--- config.mk ---
export PLATFORM = sky130hd
export DESIGN_NAME = double_ended_queue_with_search_flat
export DESIGN_NICKNAME = d
export VERILOG_FILES = /design/src/design/dqs_pkg.sv /design/src/design/dqs_if.sv /design/src/design/dqs_store.sv /design/src/design/dqs_ctrl.sv /design/src/design/double_ended_queue_with_search.sv /design/src/flat_wrapper.sv
export SDC_FILE = /design/constraint.sdc
export NUM_CORES = 1
export LEC_CHECK = 0
export BUFFER_PORTS_ARGS = -buffer_cell sky130_fd_sc_hd__buf_2
export CAP_MARGIN = 20
export CORE_AREA = 2 2 237 239
export DETAILED_ROUTE_END_ITERATION = 8
export DIE_AREA = 0 0 239 241
export HOLD_SLACK_MARGIN = 0.03
export PLACE_DENSITY_LB_ADDON = 0.12
export SLEW_MARGIN = 20
export SYNTH_ARGS = -nofsm -noshare
export SYNTH_HDL_FRONTEND = slang
export SYNTH_SLANG_ARGS = --single-unit
--- constraint.sdc ---
create_clock -name clk -period 4.4 [get_ports clk]
set_clock_uncertainty 0.1 [all_clocks]
set_input_delay 0.88 -clock clk [delete_from_list [all_inputs] [get_ports clk]]
set_output_delay 0.88 -clock clk [all_outputs]
set_load 0.02 [all_outputs]
--- src/design/dqs_pkg.sv ---
`timescale 1ns / 1ps
// Shared constants, codes, types and ring arithmetic for the deque with search.
// No dependencies.
package dqs_pkg;

    localparam int DEPTH    = 16;                 // ring entries, 2 to 64
    localparam int IDX_W    = $clog2(DEPTH);
    localparam int CNT_W    = IDX_W + 1;          // holds 0 to DEPTH
    localparam int DATA_W   = 32;
    localparam int FUNC_W   = 4;
    localparam int STATUS_W = 2;
    localparam int POS_W    = 6;
    localparam int COUNT_W  = 7;

    // operation codes
    localparam logic [FUNC_W-1:0] FN_CLEAR      = FUNC_W'(0);
    localparam logic [FUNC_W-1:0] FN_DUMP_FWD   = FUNC_W'(1);
    localparam logic [FUNC_W-1:0] FN_DUMP_REV   = FUNC_W'(2);
    localparam logic [FUNC_W-1:0] FN_SEARCH_FWD = FUNC_W'(3);
    localparam logic [FUNC_W-1:0] FN_SEARCH_REV = FUNC_W'(4);
    localparam logic [FUNC_W-1:0] FN_PUSH_FRONT = FUNC_W'(5);
    localparam logic [FUNC_W-1:0] FN_PUSH_BACK  = FUNC_W'(6);
    localparam logic [FUNC_W-1:0] FN_POP_FRONT  = FUNC_W'(7);
    localparam logic [FUNC_W-1:0] FN_POP_BACK   = FUNC_W'(8);
    localparam logic [FUNC_W-1:0] FN_COUNT      = FUNC_W'(9);

    typedef enum logic [STATUS_W-1:0] {
        ST_DONE      = 2'd0,
        ST_EMPTY     = 2'd1,
        ST_FULL      = 2'd2,
        ST_NOT_FOUND = 2'd3
    } dqs_status_t;

    typedef enum logic [1:0] {
        S_IDLE,
        S_EXEC,
        S_READ,
        S_CHECK
    } dqs_state_t;

    typedef struct packed {
        logic              we;
        logic [IDX_W-1:0]  waddr;
        logic [DATA_W-1:0] wdata;
        logic              re;
        logic [IDX_W-1:0]  raddr;
    } dqs_mem_req_t;

    // (head + offset) mod DEPTH; both operands below DEPTH
    function automatic logic [IDX_W-1:0] ring_add(input logic [IDX_W-1:0] head,
                                                  input logic [IDX_W-1:0] offs);
        logic [CNT_W-1:0] sum;
        sum = {1'b0, head} + {1'b0, offs};
        if (sum >= CNT_W'(DEPTH))
        begin
            sum = sum - CNT_W'(DEPTH);
        end
        return sum[IDX_W-1:0];
    endfunction

endpackage

--- src/design/dqs_if.sv ---
`timescale 1ns / 1ps
// Valid/ready channel interfaces: command items in, result items out.
// Depends on dqs_pkg.
interface dqs_cmd_if import dqs_pkg::*; ();
    logic                     valid;
    logic                     ready;
    logic [FUNC_W-1:0]        func;
    logic signed [DATA_W-1:0] value;

    modport source (output valid, func, value, input ready);
    modport sink   (input valid, func, value, output ready);
endinterface

interface dqs_res_if import dqs_pkg::*; ();
    logic                     valid;
    logic                     ready;
    logic [STATUS_W-1:0]      status;
    logic signed [DATA_W-1:0] data;
    logic [POS_W-1:0]         position;
    logic [COUNT_W-1:0]       count;
    logic                     last;

    modport source (output valid, status, data, position, count, last, input ready);
    modport sink   (input valid, status, data, position, count, last, output ready);
endinterface

--- src/design/dqs_store.sv ---
`timescale 1ns / 1ps
// Element store: DEPTH x 32 memory, one write port, one registered read port.
// Depends on dqs_pkg.
module dqs_store import dqs_pkg::*;
(
    input  logic              clk,
    input  dqs_mem_req_t      mem_req,
    output logic [DATA_W-1:0] rd_data
);

    logic [DATA_W-1:0] mem [DEPTH];
    logic [DATA_W-1:0] rd_data_reg;

    always_ff @(posedge clk)
    begin
        if (mem_req.we)
        begin
            mem[mem_req.waddr] <= mem_req.wdata;
        end
    end

    // read data held until the next read
    always_ff @(posedge clk)
    begin
        if (mem_req.re)
        begin
            rd_data_reg <= mem[mem_req.raddr];
        end
    end

    assign rd_data = rd_data_reg;

endmodule

--- src/design/dqs_ctrl.sv ---
`timescale 1ns / 1ps
// Sequencer: ring pointers, element walk with a single compare, result register.
// Depends on dqs_pkg, dqs_if.sv.
module dqs_ctrl import dqs_pkg::*;
(
    input  logic              clk,
    input  logic              rst_n,
    dqs_cmd_if.sink           cmd,
    dqs_res_if.source         res,
    output dqs_mem_req_t      mem_req,
    input  logic [DATA_W-1:0] rd_data
);

    dqs_state_t          state_reg, state_next;
    logic [IDX_W-1:0]    head_reg, head_next;
    logic [CNT_W-1:0]    cnt_reg, cnt_next;
    logic                out_valid_reg, out_valid_next;

    logic [FUNC_W-1:0]   func_reg, func_next;
    logic [DATA_W-1:0]   value_reg, value_next;
    logic [IDX_W-1:0]    idx_reg, idx_next;
    dqs_status_t         status_reg, status_next;
    logic [DATA_W-1:0]   data_reg, data_next;
    logic [IDX_W-1:0]    pos_reg, pos_next;
    logic [CNT_W-1:0]    ocnt_reg, ocnt_next;
    logic                last_reg, last_next;

    logic                out_free;
    logic                is_dump, is_search, fwd;
    logic                empty, full, at_last, match;
    logic [CNT_W-1:0]    rev_pos;
    logic [IDX_W-1:0]    walk_pos;

    assign out_free  = !out_valid_reg || res.ready;
    assign is_dump   = (func_reg == FN_DUMP_FWD) || (func_reg == FN_DUMP_REV);
    assign is_search = (func_reg == FN_SEARCH_FWD) || (func_reg == FN_SEARCH_REV);
    assign fwd       = (func_reg == FN_DUMP_FWD) || (func_reg == FN_SEARCH_FWD);
    assign empty     = (cnt_reg == '0);
    assign full      = (cnt_reg == CNT_W'(DEPTH));
    assign at_last   = (({1'b0, idx_reg} + CNT_W'(1)) == cnt_reg);
    assign match     = (rd_data == value_reg);
    assign rev_pos   = cnt_reg - CNT_W'(1) - {1'b0, idx_reg};
    assign walk_pos  = fwd ? idx_reg : rev_pos[IDX_W-1:0];

    // next state
    always_comb
    begin
        state_next = state_reg;
        unique case (state_reg)
            S_IDLE:
            begin
                if (cmd.valid)
                begin
                    state_next = S_EXEC;
                end
            end
            S_EXEC:
            begin
                if ((is_dump || is_search) && !empty)
                begin
                    state_next = S_READ;
                end
                else if (out_free)
                begin
                    state_next = S_IDLE;
                end
            end
            S_READ:
            begin
                state_next = S_CHECK;
            end
            S_CHECK:
            begin
                if (is_dump)
                begin
                    if (out_free)
                    begin
                        state_next = at_last ? S_IDLE : S_READ;
                    end
                end
                else if (match || at_last)
                begin
                    if (out_free)
                    begin
                        state_next = S_IDLE;
                    end
                end
                else
                begin
                    state_next = S_READ;
                end
            end
            default:
            begin
                state_next = S_IDLE;
            end
        endcase
    end

    // outputs and datapath
    always_comb
    begin
        cmd.ready      = (state_reg == S_IDLE);
        head_next      = head_reg;
        cnt_next       = cnt_reg;
        out_valid_next = out_valid_reg && !res.ready;
        func_next      = func_reg;
        value_next     = value_reg;
        idx_next       = idx_reg;
        status_next    = status_reg;
        data_next      = data_reg;
        pos_next       = pos_reg;
        ocnt_next      = ocnt_reg;
        last_next      = last_reg;

        mem_req.we     = 1'b0;
        mem_req.waddr  = ring_add(head_reg, cnt_reg[IDX_W-1:0]);
        mem_req.wdata  = value_reg;
        mem_req.re     = (state_reg == S_READ);
        mem_req.raddr  = ring_add(head_reg, walk_pos);

        unique case (state_reg)
            S_IDLE:
            begin
                if (cmd.valid)
                begin
                    func_next  = cmd.func;
                    value_next = cmd.value;
                end
            end
            S_EXEC:
            begin
                if ((is_dump || is_search) && !empty)
                begin
                    idx_next = '0;
                end
                else if (out_free)
                begin
                    out_valid_next = 1'b1;
                    status_next    = ST_DONE;
                    data_next      = '0;
                    pos_next       = '0;
                    last_next      = 1'b1;
                    ocnt_next      = cnt_reg;
                    priority if (func_reg == FN_CLEAR)
                    begin
                        head_next = '0;
                        cnt_next  = '0;
                        ocnt_next = '0;
                    end
                    else if (is_dump)
                    begin
                        status_next = ST_EMPTY;
                    end
                    else if (is_search)
                    begin
                        status_next = ST_NOT_FOUND;
                    end
                    else if ((func_reg == FN_PUSH_FRONT) || (func_reg == FN_PUSH_BACK))
                    begin
                        if (full)
                        begin
                            status_next = ST_FULL;
                        end
                        else
                        begin
                            mem_req.we = 1'b1;
                            if (func_reg == FN_PUSH_FRONT)
                            begin
                                head_next = (head_reg == '0) ? IDX_W'(DEPTH - 1)
                                                             : head_reg - IDX_W'(1);
                                mem_req.waddr = head_next;
                            end
                            cnt_next  = cnt_reg + CNT_W'(1);
                            ocnt_next = cnt_next;
                        end
                    end
                    else if ((func_reg == FN_POP_FRONT) || (func_reg == FN_POP_BACK))
                    begin
                        if (empty)
                        begin
                            status_next = ST_EMPTY;
                        end
                        else
                        begin
                            if (func_reg == FN_POP_FRONT)
                            begin
                                head_next = (head_reg == IDX_W'(DEPTH - 1)) ? '0
                                                                            : head_reg + IDX_W'(1);
                            end
                            cnt_next  = cnt_reg - CNT_W'(1);
                            ocnt_next = cnt_next;
                        end
                    end
                    else
                    begin
                        status_next = ST_DONE;   // count and unused codes
                    end
                end
            end
            S_READ:
            begin
            end
            S_CHECK:
            begin
                if (is_dump)
                begin
                    if (out_free)
                    begin
                        out_valid_next = 1'b1;
                        status_next    = ST_DONE;
                        data_next      = rd_data;
                        pos_next       = walk_pos;
                        last_next      = at_last;
                        ocnt_next      = cnt_reg;
                        idx_next       = idx_reg + IDX_W'(1);
                    end
                end
                else if (match || at_last)
                begin
                    if (out_free)
                    begin
                        out_valid_next = 1'b1;
                        status_next    = match ? ST_DONE : ST_NOT_FOUND;
                        data_next      = '0;
                        pos_next       = match ? walk_pos : '0;
                        last_next      = 1'b1;
                        ocnt_next      = cnt_reg;
                    end
                end
                else
                begin
                    idx_next = idx_reg + IDX_W'(1);
                end
            end
            default:
            begin
            end
        endcase
    end

    always_ff @(posedge clk or negedge rst_n)
    begin
        if (!rst_n)
        begin
            state_reg     <= S_IDLE;
            head_reg      <= '0;
            cnt_reg       <= '0;
            out_valid_reg <= 1'b0;
        end
        else
        begin
            state_reg     <= state_next;
            head_reg      <= head_next;
            cnt_reg       <= cnt_next;
            out_valid_reg <= out_valid_next;
        end
    end

    always_ff @(posedge clk)
    begin
        func_reg   <= func_next;
        value_reg  <= value_next;
        idx_reg    <= idx_next;
        status_reg <= status_next;
        data_reg   <= data_next;
        pos_reg    <= pos_next;
        ocnt_reg   <= ocnt_next;
        last_reg   <= last_next;
    end

    assign res.valid    = out_valid_reg;
    assign res.status   = status_reg;
    assign res.data     = data_reg;
    assign res.position = POS_W'(pos_reg);
    assign res.count    = COUNT_W'(ocnt_reg);
    assign res.last     = last_reg;

endmodule

--- src/design/double_ended_queue_with_search.sv ---
`timescale 1ns / 1ps
// Top level of the deque with linear search: sequencer plus element store.
// Depends on dqs_pkg, dqs_if.sv, dqs_store, dqs_ctrl.
//
//  channel | dir | fields                              | handshake
//  --------+-----+-------------------------------------+------------
//  cmd     | in  | func[3:0], value[31:0] signed       | valid/ready
//  res     | out | status, data, position, count, last | valid/ready
//
// Steps: clear, push, pop, count and unused codes pass through accept and
// execute. A dump or a search on a non-empty deque then walks the elements:
// each step is one read of the single registered store port, then a check.
// A search checks on the single 32-bit comparator; a dump passes data to res.
// cmd.ready is high only while idle; one item is worked at a time.
// Results sit in an output register; a stalled res holds the walk in place.
// Reset empties the deque (head and count to zero); store contents are not reset.
module double_ended_queue_with_search import dqs_pkg::*;
(
    input  logic      clk,
    input  logic      rst_n,
    dqs_cmd_if.sink   cmd,
    dqs_res_if.source res
);

    dqs_mem_req_t      mem_req;
    logic [DATA_W-1:0] rd_data;

    // sequencer: ring pointers, walk counter, comparator, result register
    dqs_ctrl u_ctrl
    (
        .clk     (clk),
        .rst_n   (rst_n),
        .cmd     (cmd),
        .res     (res),
        .mem_req (mem_req),
        .rd_data (rd_data)
    );

    // ring buffer storage
    dqs_store u_store
    (
        .clk     (clk),
        .mem_req (mem_req),
        .rd_data (rd_data)
    );

endmodule
--- src/flat_wrapper.sv ---
// flat-port wrapper written by rule: the top's interface ports become plain ports
module double_ended_queue_with_search_flat import dqs_pkg::*;
  (clk, rst_n, cmd_valid, cmd_func, cmd_value, cmd_ready, res_valid, res_status, res_data, res_position, res_count, res_last, res_ready);
  dqs_cmd_if cmd_i ();
  dqs_res_if res_i ();
  input  logic clk;
  input  logic rst_n;
  input wire logic [$bits(cmd_i.valid)-1:0] cmd_valid;
  input wire logic [$bits(cmd_i.func)-1:0] cmd_func;
  input wire logic [$bits(cmd_i.value)-1:0] cmd_value;
  output wire logic [$bits(cmd_i.ready)-1:0] cmd_ready;
  output wire logic [$bits(res_i.valid)-1:0] res_valid;
  output wire logic [$bits(res_i.status)-1:0] res_status;
  output wire logic [$bits(res_i.data)-1:0] res_data;
  output wire logic [$bits(res_i.position)-1:0] res_position;
  output wire logic [$bits(res_i.count)-1:0] res_count;
  output wire logic [$bits(res_i.last)-1:0] res_last;
  input wire logic [$bits(res_i.ready)-1:0] res_ready;
  assign cmd_i.valid = cmd_valid;
  assign cmd_i.func = cmd_func;
  assign cmd_i.value = cmd_value;
  assign cmd_ready = cmd_i.ready;
  assign res_valid = res_i.valid;
  assign res_status = res_i.status;
  assign res_data = res_i.data;
  assign res_position = res_i.position;
  assign res_count = res_i.count;
  assign res_last = res_i.last;
  assign res_i.ready = res_ready;
  double_ended_queue_with_search u_core (.clk(clk), .rst_n(rst_n), .cmd(cmd_i), .res(res_i));
endmodule
# Word-level counts from Yosys, hierarchy flattened
# Memories as Yosys holds them, arrays and structs flattened. A register that Yosys moved wholly into a read port is not among the register bits.
# Cells that the tools add are included.
# op_classes
bitwise	1
n_eq_ne	28
n_lt_le_gt_ge	2
n_reduce_logical	28
muxes	91
addsub	11
# op_table
op	count
$mux 32	5
$mux 4	26
$mux 5	20
$pmux 32 s2	1
$mux 2	20
$eq 32x32->1	1
$ne 3x3->1 const B	6
$eq 4x3->1 const B	4
$pmux 4 s2	2
$mux 1	12
$reduce_and 4->1	3
$sub 4x1->4 const B	3
$add 4x4->5	2
$ge 5x5->1 const B	2
$pmux 5 s2	1
$reduce_and 10->1	1
$add 4x1->4 const B	2
$eq 4x2->1 const B	2
$eq 4x4->1 const B	2
$logic_not 4->1	2
$logic_or 1x1->1	8
$ne 2x2->1 const B	4
$pmux 2 s4	1
$reduce_and 6->1	1
22 further kinds	30
# word_totals
register_bits	96
wordCells	174
output_inout_bits	50
in_bits	40
mem_bits_rw	512
mem_count	1
# memory_table
name	words	width	read_ports	rd_ports_with_merged_regs	wr	line	text
u_core.u_store.mem	16	32	1	1	1	dqs_store.sv:11	logic [DATA_W-1:0] mem [DEPTH];

# Logic depth before layout (Yosys ltp)
# depth
depth_word	14
ltp_mapped	14
mapped_depth_nobuf	12

# Modules after synthesis
# A second synthesis with hierarchy kept.
# unflattened
cells_unflattened	1343
area_unflattened_um2	25473.2
# modules_own_cells
module	area_each_um2	seq_area_each_um2	n_inst	cells_per_inst
dqs_store	20174.3	16335.7	1	838
dqs_ctrl	5298.8	2822.7	1	505

# Least setup slack after synthesis
# No wires, ideal clock.
# synth_timing
kind	register to register
startpoint	register u_core.u_ctrl.value_reg[21]
endpoint	register u_core.u_ctrl.data_reg[0], in the netlist u_core.u_ctrl.res.data[0] (enable)
setup_time_ps	469
required_ps	3831
stages_incl_launch_ff	7
arrival_ps	3831
synth_period_minus_slack_ps	4400
path_slack_ps	0
path_buffers	0
cell_sequence	edfxtp_1 > xor2_1 > nor4_1 > nand4_1 > nor2_1 > nor3_1 > o21ai_0
# synth_between
elab_chain_cells	4
# synth_lines
element	line	text
start: declaration	dqs_ctrl.sv:20	logic [DATA_W-1:0] value_reg, value_next;
start signal: assignment	dqs_ctrl.sv:263	value_reg <= value_next;
$eq 32x32->1	dqs_ctrl.sv:41	assign match = (rd_data == value_reg);
$logic_or 1x1->1	dqs_ctrl.sv:219	else if (match || at_last)
$ne 3x3->1 (no line)	-	
$reduce_and 4->1 (no line)	-	
end signal: assignment	dqs_ctrl.sv:266	data_reg <= data_next;
end: declaration	dqs_ctrl.sv:23	logic [DATA_W-1:0] data_reg, data_next;
# No other way between the ends.
# A chain may end at the register's enable or synchronous reset.

# Worst setup path after layout
# layout_timing
startpoint	register u_core.u_ctrl.func_reg[2]
endpoint	register u_core.u_store.rd_data_reg[22], in the netlist u_core.u_store.rd_data[22], read port of u_core.u_store.mem (data pin)
# layout_between
elab_chain_cells	6
elab_cells_between_ends	8
cone_classes	add/sub: 2; order compare: 1; eq/ne: 2; mux: 2; reduce/logical: 1
# layout_lines
element	line	text
start: declaration	dqs_ctrl.sv:19	logic [FUNC_W-1:0] func_reg, func_next;
start signal: assignment	dqs_ctrl.sv:262	func_reg <= func_next;
$eq 4x1->1 / $eq 4x2->1 (equally long branches)	dqs_ctrl.sv:37	assign fwd = (func_reg == FN_DUMP_FWD) || (func_reg == FN_SEARCH_FWD);
$logic_or 1x1->1 *	dqs_ctrl.sv:37	
$mux 4 *	dqs_ctrl.sv:43	assign walk_pos = fwd ? idx_reg : rev_pos[IDX_W-1:0];
$add 4x4->5 *	dqs_pkg.sv:53	sum = {1'b0, head} + {1'b0, offs};
$sub 4x1->4 / $ge 5x5->1 (equally long branches)	dqs_pkg.sv:56, dqs_pkg.sv:54	
$mux 4 *	dqs_pkg.sv:54	if (sum >= CNT_W'(DEPTH))
end: declaration	dqs_store.sv:12	logic [DATA_W-1:0] rd_data_reg;
# Every way passes the cells marked *; elsewhere a longest branch is shown, timed or not.

==> flow_metrics.py <==
metrics = {
    "die": {
        "starting_density_of_the_core_pct": 46.8,
        "core.rowCount": 86,
        "floorplan.die.width_um": 239,
        "fp.dieArea_um2": 57600,
        "ioPinCount": 90,
        "die_height_um": 241,
        "fp.coreArea_um2": 54900,
    },
    "critical_path": {
        "crit_buf_inv": 2,
        "timing.rr.start": "u_core.u_ctrl.func_reg[2]$_DFFE_PP_",
        "critPathLaunchType": "register",
        "critical-path-slowest-cell": "sky130_fd_sc_hd__fa_4",
        "worstPathCellList": "nor2_1 > and2_1 > nand2_1 > o21ai_0 > ha_4 > inv_1 > fa_4 > buf_12 > mux4_2 > mux4_2",
        "cp.required_ns": 4.64,
        "endpoint_kind": "register",
        "crit_path_frequent_cell": "sky130_fd_sc_hd__mux4_2",
        "cp_top_family": "adder cells",
        "cpPeakStageDelay_ns": 0.89,
        "critical_path_arrival_ns": 4.30,
        "timing.critical_path.fanout_max": 48,
        "critPathKind": "reg -> reg",
        "cp-startpoint": "u_core.u_ctrl.func_reg[2]$_DFFE_PP_",
    },
    "grt": {
        "grt_first_pass_wirelength_um": 89400,
        "grt_pass1_vias": 13200,
        "track_usage_pct": 21.8,
        "grt_remaining_overflow": 0,
        "initial_antenna_violation_count": 0,
        "largest_net_degree_at_the_start_of_global_routing": 49,
    },
    "finish": {
        "ant_diodes": 0,
        "drive_above_1_share_pct": 29.9,
        "nNetsFinal": 1504,
        "stdcell_count": 2195,
        "area_growth_pct": 16.4,
        "layout_commonest_cell": "sky130_fd_sc_hd__edfxtp_1",
        "flip_flop_count_of_the_largest_register_all_copies_and_words_added": 512,
        "largest_register": "u_core.u_store.mem",
        "mostFrequentLayoutCells": "628 x sky130_fd_sc_hd__edfxtp_1, 160 x sky130_fd_sc_hd__mux4_2, 99 x sky130_fd_sc_hd__nand2_1",
    },
    "timing": {
        "finalWorstSetupSlack_ns": 0.333,
        "final_min_period_over_clock_period_pct": 92.4,
        "setup-tns-final_ns": 0,
        "finalSetupViolations": 0,
        "final_hold_viol_count": 0,
        "timing.hold.ws_ns": 0.0812,
        "tightest_slew_ns": 1.06,
        "rsz0062_at_grt": "no",
        "timing_max_transition_violations_final": 0,
        "timing.slew.headroom_pct": 29.0,
        "crit_path_time_final_ns": 4.07,
        "clock.fmax_ghz": 0.246,
    },
    "place": {
        "place.port_buffers": 85,
        "preCtsSetupSlack_ns": 0.155,
        "place_hpwl_um": 35300,
        "post-place-cells": 2077,
        "finalWeightedCongestion": 0.831,
    },
    "routing": {
        "dr_total_vias": 12900,
        "post_drt_wl_per_cell_um": 27.7,
        "drtPass1Iterations": 5,
        "postRouteAntennaNets": 0,
        "remaining_drc_errors": 0,
        "mean_number_of_vias_per_cell": 5.86,
        "totalWireLength_um": 60700,
        "first_iter_violations": 1089,
    },
    "pwr": {
        "power.density_cell_area_nw_per_um2": 681,
        "switching_share_pct": 29.1,
        "total_power_mw": 20.3,
        "power_frac_seq_pct": 36.4,
        "clockPowerShare_pct": 28.1,
        "irDropWorstVdd_mv": 0.671,
        "power.static_leakage_nw": 9.82,
        "intPower_mw": 14.4,
        "power_switching_mw": 5.92,
        "power.combinational.fraction_pct": 35.5,
    },
    "job": {
        "cap_violations": 0,
    },
    "worst_hold_path": {
        "classification_of_the_worst_slack_hold_path": "in -> async",
    },
    "logic_synthesis": {
        "syn_area_per_cell_um2": 19.9,
        "async_reset_ff_share_pct": 1.88,
        "yosysSeqAreaShare_pct": 74.7,
        "synth_top_flop_cell": "sky130_fd_sc_hd__edfxtp_1",
        "synthCells": 1290,
        "synth_cell_types": 65,
        "netlist_area_um2": 25700,
        "number_of_flops_mapped_to_enable_cells_by_yosys": 628,
        "synth.ff_latch_count": 640,
        "yosys_synthesis_warning_count": 0,
    },
    "outcome": {
        "status": "completed",
    },
    "clock_tree": {
        "cts_tree": "yes",
        "cts_max_path_buffers": 3,
        "cts_made_buffers": 67,
        "htreeDepth": 3,
        "clock_insertion_delay_worst_skew_ns": 0.60,
        "cts.reportedPaths.clkPinSlew_ns": 0.06,
        "clock_net_sink_count": 640,
        "cts_root_buf": "sky130_fd_sc_hd__clkbuf_16",
    },
}
final timing paths:
path | to | slack [ns] | depth (start not counted)
min reg2reg | u_core.u_ctrl.res.data[5]$_DFFE_PP_ | 0.46 | 2
max in group asynchronous | u_core.u_ctrl.cnt_reg[0]$_DFFE_PN0P_ | 3.86 | 1
max | u_core.u_store.rd_data[22]$_DFFE_PP_ | 0.33 | 10
min in group clk | u_core.u_ctrl.value_reg[13]$_DFFE_PP_ | 0.35 | 1
max reg2reg | u_core.u_store.rd_data[22]$_DFFE_PP_ | 0.33 | 10
min | u_core.u_ctrl.head_reg[2]$_DFFE_PN0P_ | 0.08 | 1
kinds of logic (layout without fill, tap and decap cells):
family,after synthesis,after routing,share of synthesized area (%)
DFF,640,640,74.7
AOI/OAI and AO/OA,89,89,2.40
and+or+nand+nor,247,247,4.54
buffers and inverters,83,281,1.49
muxes,162,162,14.1
xor gates and xnor gates,50,50,1.81
adders and majority gates,18,18,0.965
other,1,4,0.0146
layout make-up:
cell class | instances | area [um^2]
Tap cell | 704 | 881
Fill cell | 4238 | 25000
Sequential cell | 640 | 19200
Clock buffer | 80 | 1800
Clock inverter | 34 | 397
Inverter | 13 | 48.8
Timing Repair Buffer | 154 | 1260
Multi-Input combinational cell | 570 | 6330
stage by stage:
step	cell area [um^2]	util, %
after floorplan	25700	-
after global placement	27600	50.3
final	29900	54.4
after global routing	29900	54.4
after detailed placement	27600	50.3
after CTS	29800	54.3
power by group through the flow:
| stage | registers [mW] | clock network (mW) | logic [mW] |
|---|---|---|---|
| 2_1_floorplan | 7.46 | 0 | 5.16 |
| 3_3_place_gp | 7.54 | 0 | 7.11 |
| 3_5_place_dp | 7.53 | 0 | 7.16 |
| 4_1_cts | 7.41 | 5.82 | 7.19 |
| 5_1_grt | 7.43 | 6.05 | 7.69 |
| 6_report | 7.41 | 5.71 | 7.22 |
cell usage after synthesis (all sizes together), types with 6 or more instances:
| cell type | instances | area share, % |
|---|---|---|
| nor2b | 16 | 0.39 |
| nor2 | 39 | 0.57 |
| buf | 18 | 0.54 |
| ha | 15 | 0.73 |
| edfxtp | 628 | 73 |
| nand3 | 46 | 0.90 |
| mux4 | 160 | 14 |
| o21ai | 23 | 0.45 |
| xor2 | 40 | 1.4 |
| inv | 13 | 0.19 |
| o211ai | 6 | 0.18 |
| nor3 | 7 | 0.14 |
| a21oi | 18 | 0.38 |
| a31oi | 7 | 0.17 |
| xnor2 | 10 | 0.44 |
| nor4 | 11 | 0.27 |
| clkbuf | 52 | 0.76 |
| dfrtp | 12 | 1.2 |
| nand2 | 100 | 1.5 |
what timing repair did:
action                                 4_1_cts  5_1_grt
buffers inserted                             0        3
setup endpoints to repair                    0       23
hold buffers                                 0        0
endpoints found under the hold margin        0        0
gates resized for setup                      0        0
per-layer routing:
| metal | global-route usage, % | part of all wire, % | vias to the layer above |
|---|---|---|---|
| li1 | - | - | 5550 |
| met1 | 31.3 | 44 | 6853 |
| met2 | 35.5 | 49 | 392 |
| met3 | 3.67 | 4.9 | 76 |
| met4 | 4.77 | 1.6 | 0 |
| met5 | 0 | 0 | - |
Note: power is estimated with default switching activity, not from simulation.
